[config.mk]
export PLATFORM = sky130hd
export DESIGN_NAME = climate_window_monitor
export DESIGN_NICKNAME = d
export VERILOG_FILES = /design/src/rtl/cwm_pkg.sv /design/src/rtl/climate_window_monitor.sv /design/src/rtl/cwm_ctrl.sv /design/src/rtl/cwm_dp.sv
export SDC_FILE = /design/constraint.sdc
export NUM_CORES = 1
export LEC_CHECK = 0
export BUFFER_PORTS_ARGS = -buffer_cell sky130_fd_sc_hd__buf_4
export CAP_MARGIN = 20
export CORE_MARGIN = 3
export CORE_UTILIZATION = 35
export CTS_CLUSTER_DIAMETER = 200
export DETAILED_ROUTE_END_ITERATION = 7
export PLACE_DENSITY_LB_ADDON = 0.08
export SETUP_SLACK_MARGIN = 0.2
export SLEW_MARGIN = 30
export SYNTH_ARGS = -nofsm -noshare
export SYNTH_HDL_FRONTEND = slang
export SYNTH_HIERARCHICAL = 1
export SYNTH_SLANG_ARGS = --single-unit
[constraint.sdc]
create_clock -name clk_i -period 5.6 [get_ports clk_i]
set_input_delay 1.12 -clock clk_i [delete_from_list [all_inputs] [get_ports clk_i]]
set_output_delay 1.12 -clock clk_i [all_outputs]
set_load 0.03 [all_outputs]
[src/rtl/cwm_pkg.sv]
// shared constants, codes and control types of the climate window monitor
`default_nettype none

package cwm_pkg;

  // field widths
  localparam int unsigned SampleW = 12;
  localparam int unsigned TimeW   = 32;
  localparam int unsigned LimitW  = 8;
  localparam int unsigned DelayW  = 16;
  localparam int unsigned CfgIdxW = 3;
  localparam int unsigned ScaledW = 19;  // magnitude of a scaling numerator
  localparam int unsigned QuotW   = 7;   // scaled humidity or temperature magnitude
  localparam int unsigned LevelW  = 12;
  localparam int unsigned InDataW  = 56;
  localparam int unsigned OutDataW = 48;

  // converter scaling
  localparam logic [SampleW-1:0] AdcOffset = 12'd16;
  localparam logic [LevelW-1:0]  FullScale = 12'd4065;
  localparam logic [6:0]         HumidGain = 7'd100;
  localparam logic [6:0]         TempGain  = 7'd95;
  localparam logic [ScaledW-1:0] TempBias  = 19'd42170;  // 16*95 + 10*4065

  // floor(2^31 / 4065), quotient estimate is low by at most one
  localparam logic [19:0] RecipMul = 20'd528286;

  // green level divider
  localparam int unsigned DivSteps = 12;
  localparam int unsigned DivCntW  = 4;

  // reset values of the registers
  localparam logic [LimitW-1:0] TempLowReset   = 8'd20;
  localparam logic [LimitW-1:0] TempHighReset  = 8'd37;
  localparam logic [LimitW-1:0] HumidLowReset  = 8'd30;
  localparam logic [LimitW-1:0] HumidHighReset = 8'd70;
  localparam logic [DelayW-1:0] DelayReset     = 16'd10000;

  // register indexes
  typedef enum logic [CfgIdxW-1:0] {
    RegTempLow   = 3'd0,
    RegTempHigh  = 3'd1,
    RegHumidLow  = 3'd2,
    RegHumidHigh = 3'd3,
    RegDelay     = 3'd4
  } cfg_reg_e;

  // window classes
  typedef enum logic [1:0] {
    ClassNormal = 2'd0,
    ClassLow    = 2'd1,
    ClassHigh   = 2'd2
  } class_e;

  // controller to datapath
  typedef struct packed {
    logic load_in;
    logic scale_mul;
    logic scale_fix;
    logic classify;
    logic div_step;
    logic load_out;
  } cwm_cmd_t;

  // datapath to controller
  typedef struct packed {
    logic out_free;
  } cwm_status_t;

endpackage

`default_nettype wire

[src/rtl/climate_window_monitor.sv]
// top level of the climate window monitor: controller and datapath
//
// Usage: each input item carries a humidity and a temperature converter
// sample and a millisecond timestamp. The block scales both samples to
// percent and degrees Celsius, classes them against the window registers,
// drives red and green indicator levels and raises the alarm when a value
// has been out of its window longer than the delay register allows.
// An accepted item passes capture, reciprocal multiply, correction,
// classing, then the steps of the one-bit-a-cycle divider for the green
// level, then load into the output register once that register is free.
// One item is in flight at a time; a new one is taken only after load.
// The result sits in an output register, so a new item is taken while a
// finished result waits; a stalled receiver holds the block in its last
// step until the output register frees up.
// Reset: registers return to their default windows and delay, both
// normal-time stamps clear to zero and no result is pending.
// Write registers only while no item is in flight; the block does not check.
`default_nettype none

module climate_window_monitor (
  input  wire logic                        clk_i,
  input  wire logic                        rst_ni,
  // configuration write port
  input  wire logic                        cfg_we_i,
  input  wire logic [cwm_pkg::CfgIdxW-1:0] cfg_index_i,
  input  wire logic [cwm_pkg::DelayW-1:0]  cfg_data_i,
  // input items
  input  wire logic                        s_axis_tvalid,
  output logic                             s_axis_tready,
  // humid_sample[11:0], temp_sample[23:12], now_ms[55:24]
  input  wire logic [cwm_pkg::InDataW-1:0] s_axis_tdata,
  // result items
  output logic                             m_axis_tvalid,
  input  wire logic                        m_axis_tready,
  // temp_value[7:0], humid_value[14:8], temp_class[16:15], humid_class[18:17],
  // red_level[30:19], green_level[42:31], alarm_on[43], zero[47:44]
  output logic [cwm_pkg::OutDataW-1:0]     m_axis_tdata
);

  cwm_pkg::cwm_cmd_t    cmd;
  cwm_pkg::cwm_status_t status;

  // item sequencer
  cwm_ctrl u_ctrl (
    .clk_i         (clk_i),
    .rst_ni        (rst_ni),
    .s_axis_tvalid (s_axis_tvalid),
    .s_axis_tready (s_axis_tready),
    .status_i      (status),
    .cmd_o         (cmd)
  );

  // arithmetic and state
  cwm_dp u_dp (
    .clk_i         (clk_i),
    .rst_ni        (rst_ni),
    .cfg_we_i      (cfg_we_i),
    .cfg_index_i   (cfg_index_i),
    .cfg_data_i    (cfg_data_i),
    .in_data_i     (s_axis_tdata),
    .cmd_i         (cmd),
    .status_o      (status),
    .m_axis_tvalid (m_axis_tvalid),
    .m_axis_tready (m_axis_tready),
    .m_axis_tdata  (m_axis_tdata)
  );

endmodule

`default_nettype wire

[src/rtl/cwm_ctrl.sv]
// sequencer for one item: capture, scaling, classing, green divide, output
`default_nettype none

module cwm_ctrl (
  input  wire logic               clk_i,
  input  wire logic               rst_ni,
  input  wire logic               s_axis_tvalid,
  output logic                    s_axis_tready,
  input  wire cwm_pkg::cwm_status_t status_i,
  output cwm_pkg::cwm_cmd_t       cmd_o
);

  typedef enum logic [2:0] {
    S_IDLE,
    S_MUL,
    S_FIX,
    S_CLASS,
    S_DIV,
    S_OUT
  } state_e;

  state_e                       state_q, state_d;
  logic [cwm_pkg::DivCntW-1:0]  cnt_q, cnt_d;
  logic                         accept;

  assign s_axis_tready = (state_q == S_IDLE);
  assign accept        = s_axis_tvalid && s_axis_tready;

  // next state and commands
  always_comb begin
    state_d = state_q;
    cnt_d   = cnt_q;
    cmd_o   = '0;
    unique case (state_q)
      S_IDLE: begin
        cmd_o.load_in = accept;
        if (accept) begin
          state_d = S_MUL;
        end
      end
      S_MUL: begin
        cmd_o.scale_mul = 1'b1;
        state_d = S_FIX;
      end
      S_FIX: begin
        cmd_o.scale_fix = 1'b1;
        state_d = S_CLASS;
      end
      S_CLASS: begin
        cmd_o.classify = 1'b1;
        cnt_d   = '0;
        state_d = S_DIV;
      end
      S_DIV: begin
        cmd_o.div_step = 1'b1;
        cnt_d = cnt_q + 1'b1;
        if (cnt_q == cwm_pkg::DivCntW'(cwm_pkg::DivSteps - 1)) begin
          state_d = S_OUT;
        end
      end
      S_OUT: begin
        cmd_o.load_out = status_i.out_free;
        if (status_i.out_free) begin
          state_d = S_IDLE;
        end
      end
      default: begin
        state_d = S_IDLE;
      end
    endcase
  end

  // state register
  always_ff @(posedge clk_i or negedge rst_ni) begin
    if (!rst_ni) begin
      state_q <= S_IDLE;
      cnt_q   <= '0;
    end else begin
      state_q <= state_d;
      cnt_q   <= cnt_d;
    end
  end

endmodule

`default_nettype wire

[src/rtl/cwm_dp.sv]
// datapath: registers, scaling, window classing, green divider, stamps, result register
`default_nettype none

module cwm_dp (
  input  wire logic                            clk_i,
  input  wire logic                            rst_ni,
  input  wire logic                            cfg_we_i,
  input  wire logic [cwm_pkg::CfgIdxW-1:0]     cfg_index_i,
  input  wire logic [cwm_pkg::DelayW-1:0]      cfg_data_i,
  input  wire logic [cwm_pkg::InDataW-1:0]     in_data_i,
  input  wire cwm_pkg::cwm_cmd_t               cmd_i,
  output cwm_pkg::cwm_status_t                 status_o,
  output logic                                 m_axis_tvalid,
  input  wire logic                            m_axis_tready,
  output logic [cwm_pkg::OutDataW-1:0]         m_axis_tdata
);

  // configuration registers
  logic signed [cwm_pkg::LimitW-1:0] temp_low_q, temp_high_q;
  logic [cwm_pkg::LimitW-1:0]        humid_low_q, humid_high_q;
  logic [cwm_pkg::DelayW-1:0]        delay_q;

  // working registers
  logic [cwm_pkg::ScaledW-1:0]  hx_q, tx_q;
  logic                         tneg_q;
  logic [cwm_pkg::TimeW-1:0]    now_q;
  logic [cwm_pkg::QuotW-1:0]    hq0_q, tq0_q;
  logic signed [7:0]            temp_q;
  logic [cwm_pkg::QuotW-1:0]    humid_q;
  logic [1:0]                   tclass_q, hclass_q;
  logic [cwm_pkg::LimitW-1:0]   span_q;
  logic [cwm_pkg::LimitW-1:0]   rem_q;
  logic [cwm_pkg::LevelW-1:0]   quo_q;
  logic [cwm_pkg::TimeW-1:0]    tstamp_q, hstamp_q;
  logic                         out_valid_q;
  logic [cwm_pkg::OutDataW-1:0] out_data_q;

  // input fields
  logic [cwm_pkg::SampleW-1:0] h_in, t_in;
  logic [cwm_pkg::TimeW-1:0]   now_in;
  assign h_in   = in_data_i[11:0];
  assign t_in   = in_data_i[23:12];
  assign now_in = in_data_i[55:24];

  // scaling numerators, constant products only
  logic [cwm_pkg::ScaledW-1:0] hx_d, tp, tx_d;
  logic                        tneg_d;
  always_comb begin
    if (h_in < cwm_pkg::AdcOffset) begin
      hx_d = '0;
    end else begin
      hx_d = 19'(h_in - cwm_pkg::AdcOffset) * 19'(cwm_pkg::HumidGain);
    end
    tp     = 19'(t_in) * 19'(cwm_pkg::TempGain);
    tneg_d = (tp < cwm_pkg::TempBias);
    tx_d   = tneg_d ? (cwm_pkg::TempBias - tp) : (tp - cwm_pkg::TempBias);
  end

  // reciprocal estimate of the division by full scale
  logic [38:0] hprod, tprod;
  assign hprod = {20'd0, hx_q} * {19'd0, cwm_pkg::RecipMul};
  assign tprod = {20'd0, tx_q} * {19'd0, cwm_pkg::RecipMul};

  // one correction step after the estimate
  function automatic logic [cwm_pkg::QuotW-1:0] fix_quot(
    input logic [cwm_pkg::ScaledW-1:0] x,
    input logic [cwm_pkg::QuotW-1:0]   q0
  );
    logic [cwm_pkg::ScaledW-1:0] back;
    logic [cwm_pkg::ScaledW-1:0] r;
    back = ({12'd0, q0} << 12) - ({12'd0, q0} << 5) + {12'd0, q0};
    r    = x - back;
    fix_quot = (r >= 19'(cwm_pkg::FullScale)) ? (q0 + 7'd1) : q0;
  endfunction

  logic [cwm_pkg::QuotW-1:0] hq_fix, tq_fix;
  logic [7:0]                tmag;
  assign hq_fix = fix_quot(hx_q, hq0_q);
  assign tq_fix = fix_quot(tx_q, tq0_q);
  assign tmag   = {1'b0, tq_fix};

  // window classing and green numerator
  logic signed [8:0] tdiff, tspan;
  logic              t_is_low, t_is_high, h_is_low, h_is_high;
  logic [1:0]        tclass_d, hclass_d;
  logic [19:0]       green_num;
  always_comb begin
    tdiff     = 9'(temp_q) - 9'(temp_low_q);
    tspan     = 9'(temp_high_q) - 9'(temp_low_q);
    t_is_low  = (temp_q < temp_low_q);
    t_is_high = (temp_q > temp_high_q);
    h_is_low  = ({1'b0, humid_q} < humid_low_q);
    h_is_high = ({1'b0, humid_q} > humid_high_q);
    if (t_is_low) begin
      tclass_d = cwm_pkg::ClassLow;
    end else if (t_is_high) begin
      tclass_d = cwm_pkg::ClassHigh;
    end else begin
      tclass_d = cwm_pkg::ClassNormal;
    end
    if (h_is_low) begin
      hclass_d = cwm_pkg::ClassLow;
    end else if (h_is_high) begin
      hclass_d = cwm_pkg::ClassHigh;
    end else begin
      hclass_d = cwm_pkg::ClassNormal;
    end
    green_num = 20'(tdiff[7:0]) * 20'(cwm_pkg::FullScale);
  end

  // restoring divide step, one quotient bit a cycle
  logic [8:0] rem_sh;
  logic       rem_ge;
  assign rem_sh = {rem_q, quo_q[cwm_pkg::LevelW-1]};
  assign rem_ge = (rem_sh >= {1'b0, span_q});

  // result assembly with updated stamps
  logic                       t_norm, h_norm, alarm;
  logic [cwm_pkg::TimeW-1:0]  tstamp_d, hstamp_d, t_elapsed, h_elapsed;
  logic [cwm_pkg::LevelW-1:0] red, green;
  always_comb begin
    t_norm    = (tclass_q == cwm_pkg::ClassNormal);
    h_norm    = (hclass_q == cwm_pkg::ClassNormal);
    tstamp_d  = t_norm ? now_q : tstamp_q;
    hstamp_d  = h_norm ? now_q : hstamp_q;
    t_elapsed = now_q - tstamp_d;
    h_elapsed = now_q - hstamp_d;
    alarm     = (t_elapsed > {16'd0, delay_q}) || (h_elapsed > {16'd0, delay_q});
    red       = (tclass_q == cwm_pkg::ClassHigh) ? cwm_pkg::FullScale : '0;
    green     = (t_norm && (span_q != '0)) ? quo_q : '0;
  end

  assign status_o.out_free = !out_valid_q || m_axis_tready;
  assign m_axis_tvalid     = out_valid_q;
  assign m_axis_tdata      = out_data_q;

  // configuration, stamps and output valid
  always_ff @(posedge clk_i or negedge rst_ni) begin
    if (!rst_ni) begin
      temp_low_q   <= cwm_pkg::TempLowReset;
      temp_high_q  <= cwm_pkg::TempHighReset;
      humid_low_q  <= cwm_pkg::HumidLowReset;
      humid_high_q <= cwm_pkg::HumidHighReset;
      delay_q      <= cwm_pkg::DelayReset;
      tstamp_q     <= '0;
      hstamp_q     <= '0;
      out_valid_q  <= 1'b0;
    end else begin
      if (cfg_we_i) begin
        unique case (cfg_index_i)
          cwm_pkg::RegTempLow:   temp_low_q   <= cfg_data_i[7:0];
          cwm_pkg::RegTempHigh:  temp_high_q  <= cfg_data_i[7:0];
          cwm_pkg::RegHumidLow:  humid_low_q  <= cfg_data_i[7:0];
          cwm_pkg::RegHumidHigh: humid_high_q <= cfg_data_i[7:0];
          cwm_pkg::RegDelay:     delay_q      <= cfg_data_i;
          default: begin
          end
        endcase
      end
      if (cmd_i.load_out) begin
        tstamp_q    <= tstamp_d;
        hstamp_q    <= hstamp_d;
        out_valid_q <= 1'b1;
      end else if (m_axis_tready) begin
        out_valid_q <= 1'b0;
      end
    end
  end

  // payload registers
  always_ff @(posedge clk_i) begin
    if (cmd_i.load_in) begin
      hx_q   <= hx_d;
      tx_q   <= tx_d;
      tneg_q <= tneg_d;
      now_q  <= now_in;
    end
    if (cmd_i.scale_mul) begin
      hq0_q <= hprod[37:31];
      tq0_q <= tprod[37:31];
    end
    if (cmd_i.scale_fix) begin
      humid_q <= hq_fix;
      temp_q  <= tneg_q ? (8'd0 - tmag) : tmag;
    end
    if (cmd_i.classify) begin
      tclass_q <= tclass_d;
      hclass_q <= hclass_d;
      span_q   <= tspan[7:0];
      rem_q    <= green_num[19:12];
      quo_q    <= green_num[11:0];
    end
    if (cmd_i.div_step) begin
      rem_q <= rem_ge ? 8'(rem_sh - {1'b0, span_q}) : rem_sh[7:0];
      quo_q <= {quo_q[cwm_pkg::LevelW-2:0], rem_ge};
    end
    if (cmd_i.load_out) begin
      out_data_q <= {4'd0, alarm, green, red, hclass_q, tclass_q, humid_q, temp_q};
    end
  end

endmodule

`default_nettype wire

==> impl_metrics.csv <==
group,metric,value,unit
status,status,"complete, but fails checks",
status,violations,"setup timing",
place,portBuffers,121,
cells_and_area,syn2layout_area_growth,26.0,%
clocking,cts_tree,"yes",
global_routing,gr-total-overflow,0,
setup_path,critPathMaxStageDelay,590,ps
routing,via_per_inst,4.68,
synthesis,avgSynthCellArea,9.71,um2
setup_path,cp_data_required_time,5910,ps
synthesis,syn_inst,3466,
cells_and_area,layout-drive-gt1-share,24.5,%
synthesis,syn_area,33700,um2
floorplan,rows,113,
floorplan,coreArea,95200,um2
routing,drcViolationCount,0,
global_routing,grtUsageTotal,17.1,%
cells_and_area,diodes,0,
clocking,cts_root_buf,"clkbuf_16",
worst_hold_path,hold_start,"u_ctrl/cnt_q[3]",
setup_path,cp.arrival,6290,ps
clocking,clock_sinks,283,
sta,hold_viol,0,
sta,finalClockSkew,16.2,ps
sta,min_period_over_period,107,%
synthesis,synth-seq-area-share,23.5,%
clocking,cts_inserted_buffers,38,
synthesis,async_flop_share,42.4,%
setup_path,worstSetupStartpointType,"flip-flop",
routing,drt_wl_total,84.1,mm
setup_path,crit_path_end_kind,"flip-flop",
floorplan,die_w,316,um
floorplan,initial_core_util,35.4,%
synthesis,ys_ff_latch,283,
global_routing,grt_pass1_wl,138,mm
synthesis,synth-main-ff-cell,"edfxtp_1",
routing,drt_iter0_markers,959,
place,dpl_cell_area,39200,um2
setup_path,reg2reg_from,"u_dp/tx_q[11]",
sta,fin_crit,5980,ps
sta,maxSlewViolCount,0,
sta,worst_slew_pin_slew,860,ps
global_routing,grt_pass1_vias,25700,
routing,vias,25100,
sta,relSlewSlack,42.7,%
routing,drt-wirelength-per-cell,15.7,um
cells_and_area,nFillCells,9198,
setup_path,cp_slowest_cell,"fa_1",
routing,dr.pass1.iters,7,
global_routing,grt_max_degree,86,
clocking,cts.reportedPaths.clkPinSlew,60,ps
sta,finalWorstSetupSlack,-377,ps
clocking,htreeDepth,2,
place,place.gp.congestion,0.880,
synthesis,yosys_warnings,6,
clocking,postCtsHoldBufs,0,
floorplan,io-pin-count,130,
place,dp_hpwl,70.0,mm
worst_hold_path,hold_class,"flip-flop to flip-flop",
clocking,clk_path_buf_depth,3,
flow_run,max_cap_violations,0,
setup_path,crit_start,"u_dp/tx_q[11]",
cells_and_area,multi_input_area,24300,um2
cells_and_area,nets,4996,
synthesis,yosysUniqueCellTypes,92,
routing,ant_nets,0,
clocking,clk-insertion-delay-late,560,ps
floorplan,dieArea,100000,um2
synthesis,synth_edf_count,163,
floorplan,fp.dieH,316,um
sta,rsz0062_at_grt,"true",
setup_path,crit_chain,"fa_1, inv_1, fa_1, inv_2, ha_4, inv_2, fa_1, inv_2, fa_1, inv_1, fa_2, inv_2, ha_4, a21o_1, a21o_1, a21o_1, a21o_1, a221o_1, a221o_1, o31a_1, o21ai_2, nand2b_1, nand3_1, xnor2_1",
sta,setup_violations,13,
sta,max_freq,167,MHz
cells_and_area,final_design_area_no_fill,42400,um2
cells_and_area,area.sequential,7920,um2
worst_hold_path,hold_depth,1,
global_routing,antenna_found_initial,2,
setup_path,r2r_cells,24,
setup_path,cp_max_fo,5,
setup_path,crit_type,"flip-flop to flip-flop",
==> cell families (layout without fill, tap and decap cells) <==
kind of cell	after synthesis	count (layout)	synth area share (%)
adders and majority gates	854	854	38.2
buffers and inverters	741	1357	8.51
AOI/OAI and AO/OA	661	664	12.6
and+or+nand+nor	653	653	9.61
DFF	283	283	23.5
xor gates and xnor gates	170	170	4.42
muxes	103	103	3.17
other	1	8	0.0111
==> metal layers <==
layer,vias up,share of wire [%],global-route usage [%]
met3,67,2.4,1.65
met4,0,1.9,3.38
met2,223,46,28.4
met5,-,0,0
met1,11900,49,24.4
li1,12900,-,-
==> through the flow <==
stage,util [%],setup TNS (ps),instances,setup slack [ps],hold slack [ps]
2_1_floorplan,-,-9610,3473,-553,426
3_3_place_gp,41.2,-19490,5204,-851,470
3_5_place_dp,41.2,-20170,5204,-887,474
4_1_cts,43.9,-2830,5335,-353,484
5_1_grt,44.6,-8260,5357,-548,511
6_report,44.6,-2680,5357,-377,477
==> critical path, delay by kind of cell (launching register included) <==
kind / cells / cell delay [ps]
adder cells (fa/ha/maj): 7 / 2960
AO/OA/AOI/OAI: 8 / 1720
flip-flops: 1 / 490
buffers and inverters: 6 / 270
AND/OR/NAND/NOR: 2 / 230
XOR/XNOR: 1 / 70
==> registers in the layout, indices dropped and copies added (netlist names), 4 cells and up <==
signal             flops
u_dp/now_q            32
u_dp/tx_q             19
u_ctrl/cnt_q           4
u_dp/hq0_q             7
u_dp/temp_low_q        8
u_dp/tq0_q             7
u_dp/delay_q          16
u_dp/span_q            8
u_dp/m_axis_tdata     33
u_dp/hstamp_q         32
u_dp/quo_q            12
u_dp/humid_q           7
u_dp/rem_q             8
u_dp/temp_q            8
u_dp/hx_q             17
u_dp/tstamp_q         32
u_dp/temp_high_q       8
u_dp/humid_low_q       8
u_dp/humid_high_q      8
==> synthesized netlist by cell type, drive strengths merged (52+ instances only) <==
cell / n / share of area [%]
inv: 670 / 7.5
ha: 564 / 21
fa: 290 / 17
a21oi: 214 / 3.2
nor2: 205 / 2.3
edfxtp: 163 / 15
o21ai: 157 / 2.4
nand2: 146 / 1.6
xnor2: 125 / 3.3
dfrtp: 103 / 7.7
a21o: 85 / 1.9
mux2i: 75 / 2.2
nor2b: 52 / 0.97
==> cell usage in the layout (no fill, tap or decap), types with 10 or more instances in the layout <==
cell type	instances
a211oi_1	11
a21o_1	85
a21oi_1	192
a21oi_2	20
a31oi_1	11
and2_1	22
buf_4	572
buf_6	38
clkbuf_16	41
dfrtp_1	103
dfstp_2	17
edfxtp_1	163
fa_1	269
fa_2	21
ha_1	517
ha_2	10
ha_4	37
inv_1	613
inv_2	57
mux2_2	25
mux2i_1	69
nand2_1	144
nand2b_1	33
nand3_1	41
nand4_1	34
nor2_1	188
nor2_4	10
nor2b_1	50
nor3_1	21
o211ai_1	16
o21a_1	26
o21ai_0	127
o21ai_1	12
o21ai_2	16
o21bai_1	22
o31ai_1	10
or3_1	10
xnor2_1	118
xor2_1	43
==> what timing repair did <==
action,4_1_cts,5_1_grt
buffers inserted,58,22
gates resized for setup,175,106
setup endpoints to repair,39,41
pin swaps,135,99
gates cloned,3,0
==> path summary, 6_finish.rpt <==
path,end,slack (ps)
hold reg to reg,u_ctrl/cnt_q[3],480
setup / recovery,u_dp/tq0_q[6],-380
hold / removal,u_ctrl/cnt_q[3],480
setup reg to reg,u_dp/tq0_q[6],-380
min in group asynchronous,u_dp/m_axis_tvalid,610
max in group asynchronous,u_dp/delay_q[13],3940
==> layout make-up <==
cell class	count	share of cell area, %
clock inverters	23	0.484
well taps	1265	3.73
inverters	670	5.93
multi-input cells	2452	57.2
flip-flops and latches	283	18.7
repair buffers	617	11.4
clock buffers	47	2.54
Power is not shown: default switching activity piles up to over one toggle a cycle in this logic, so the estimate is an artifact.
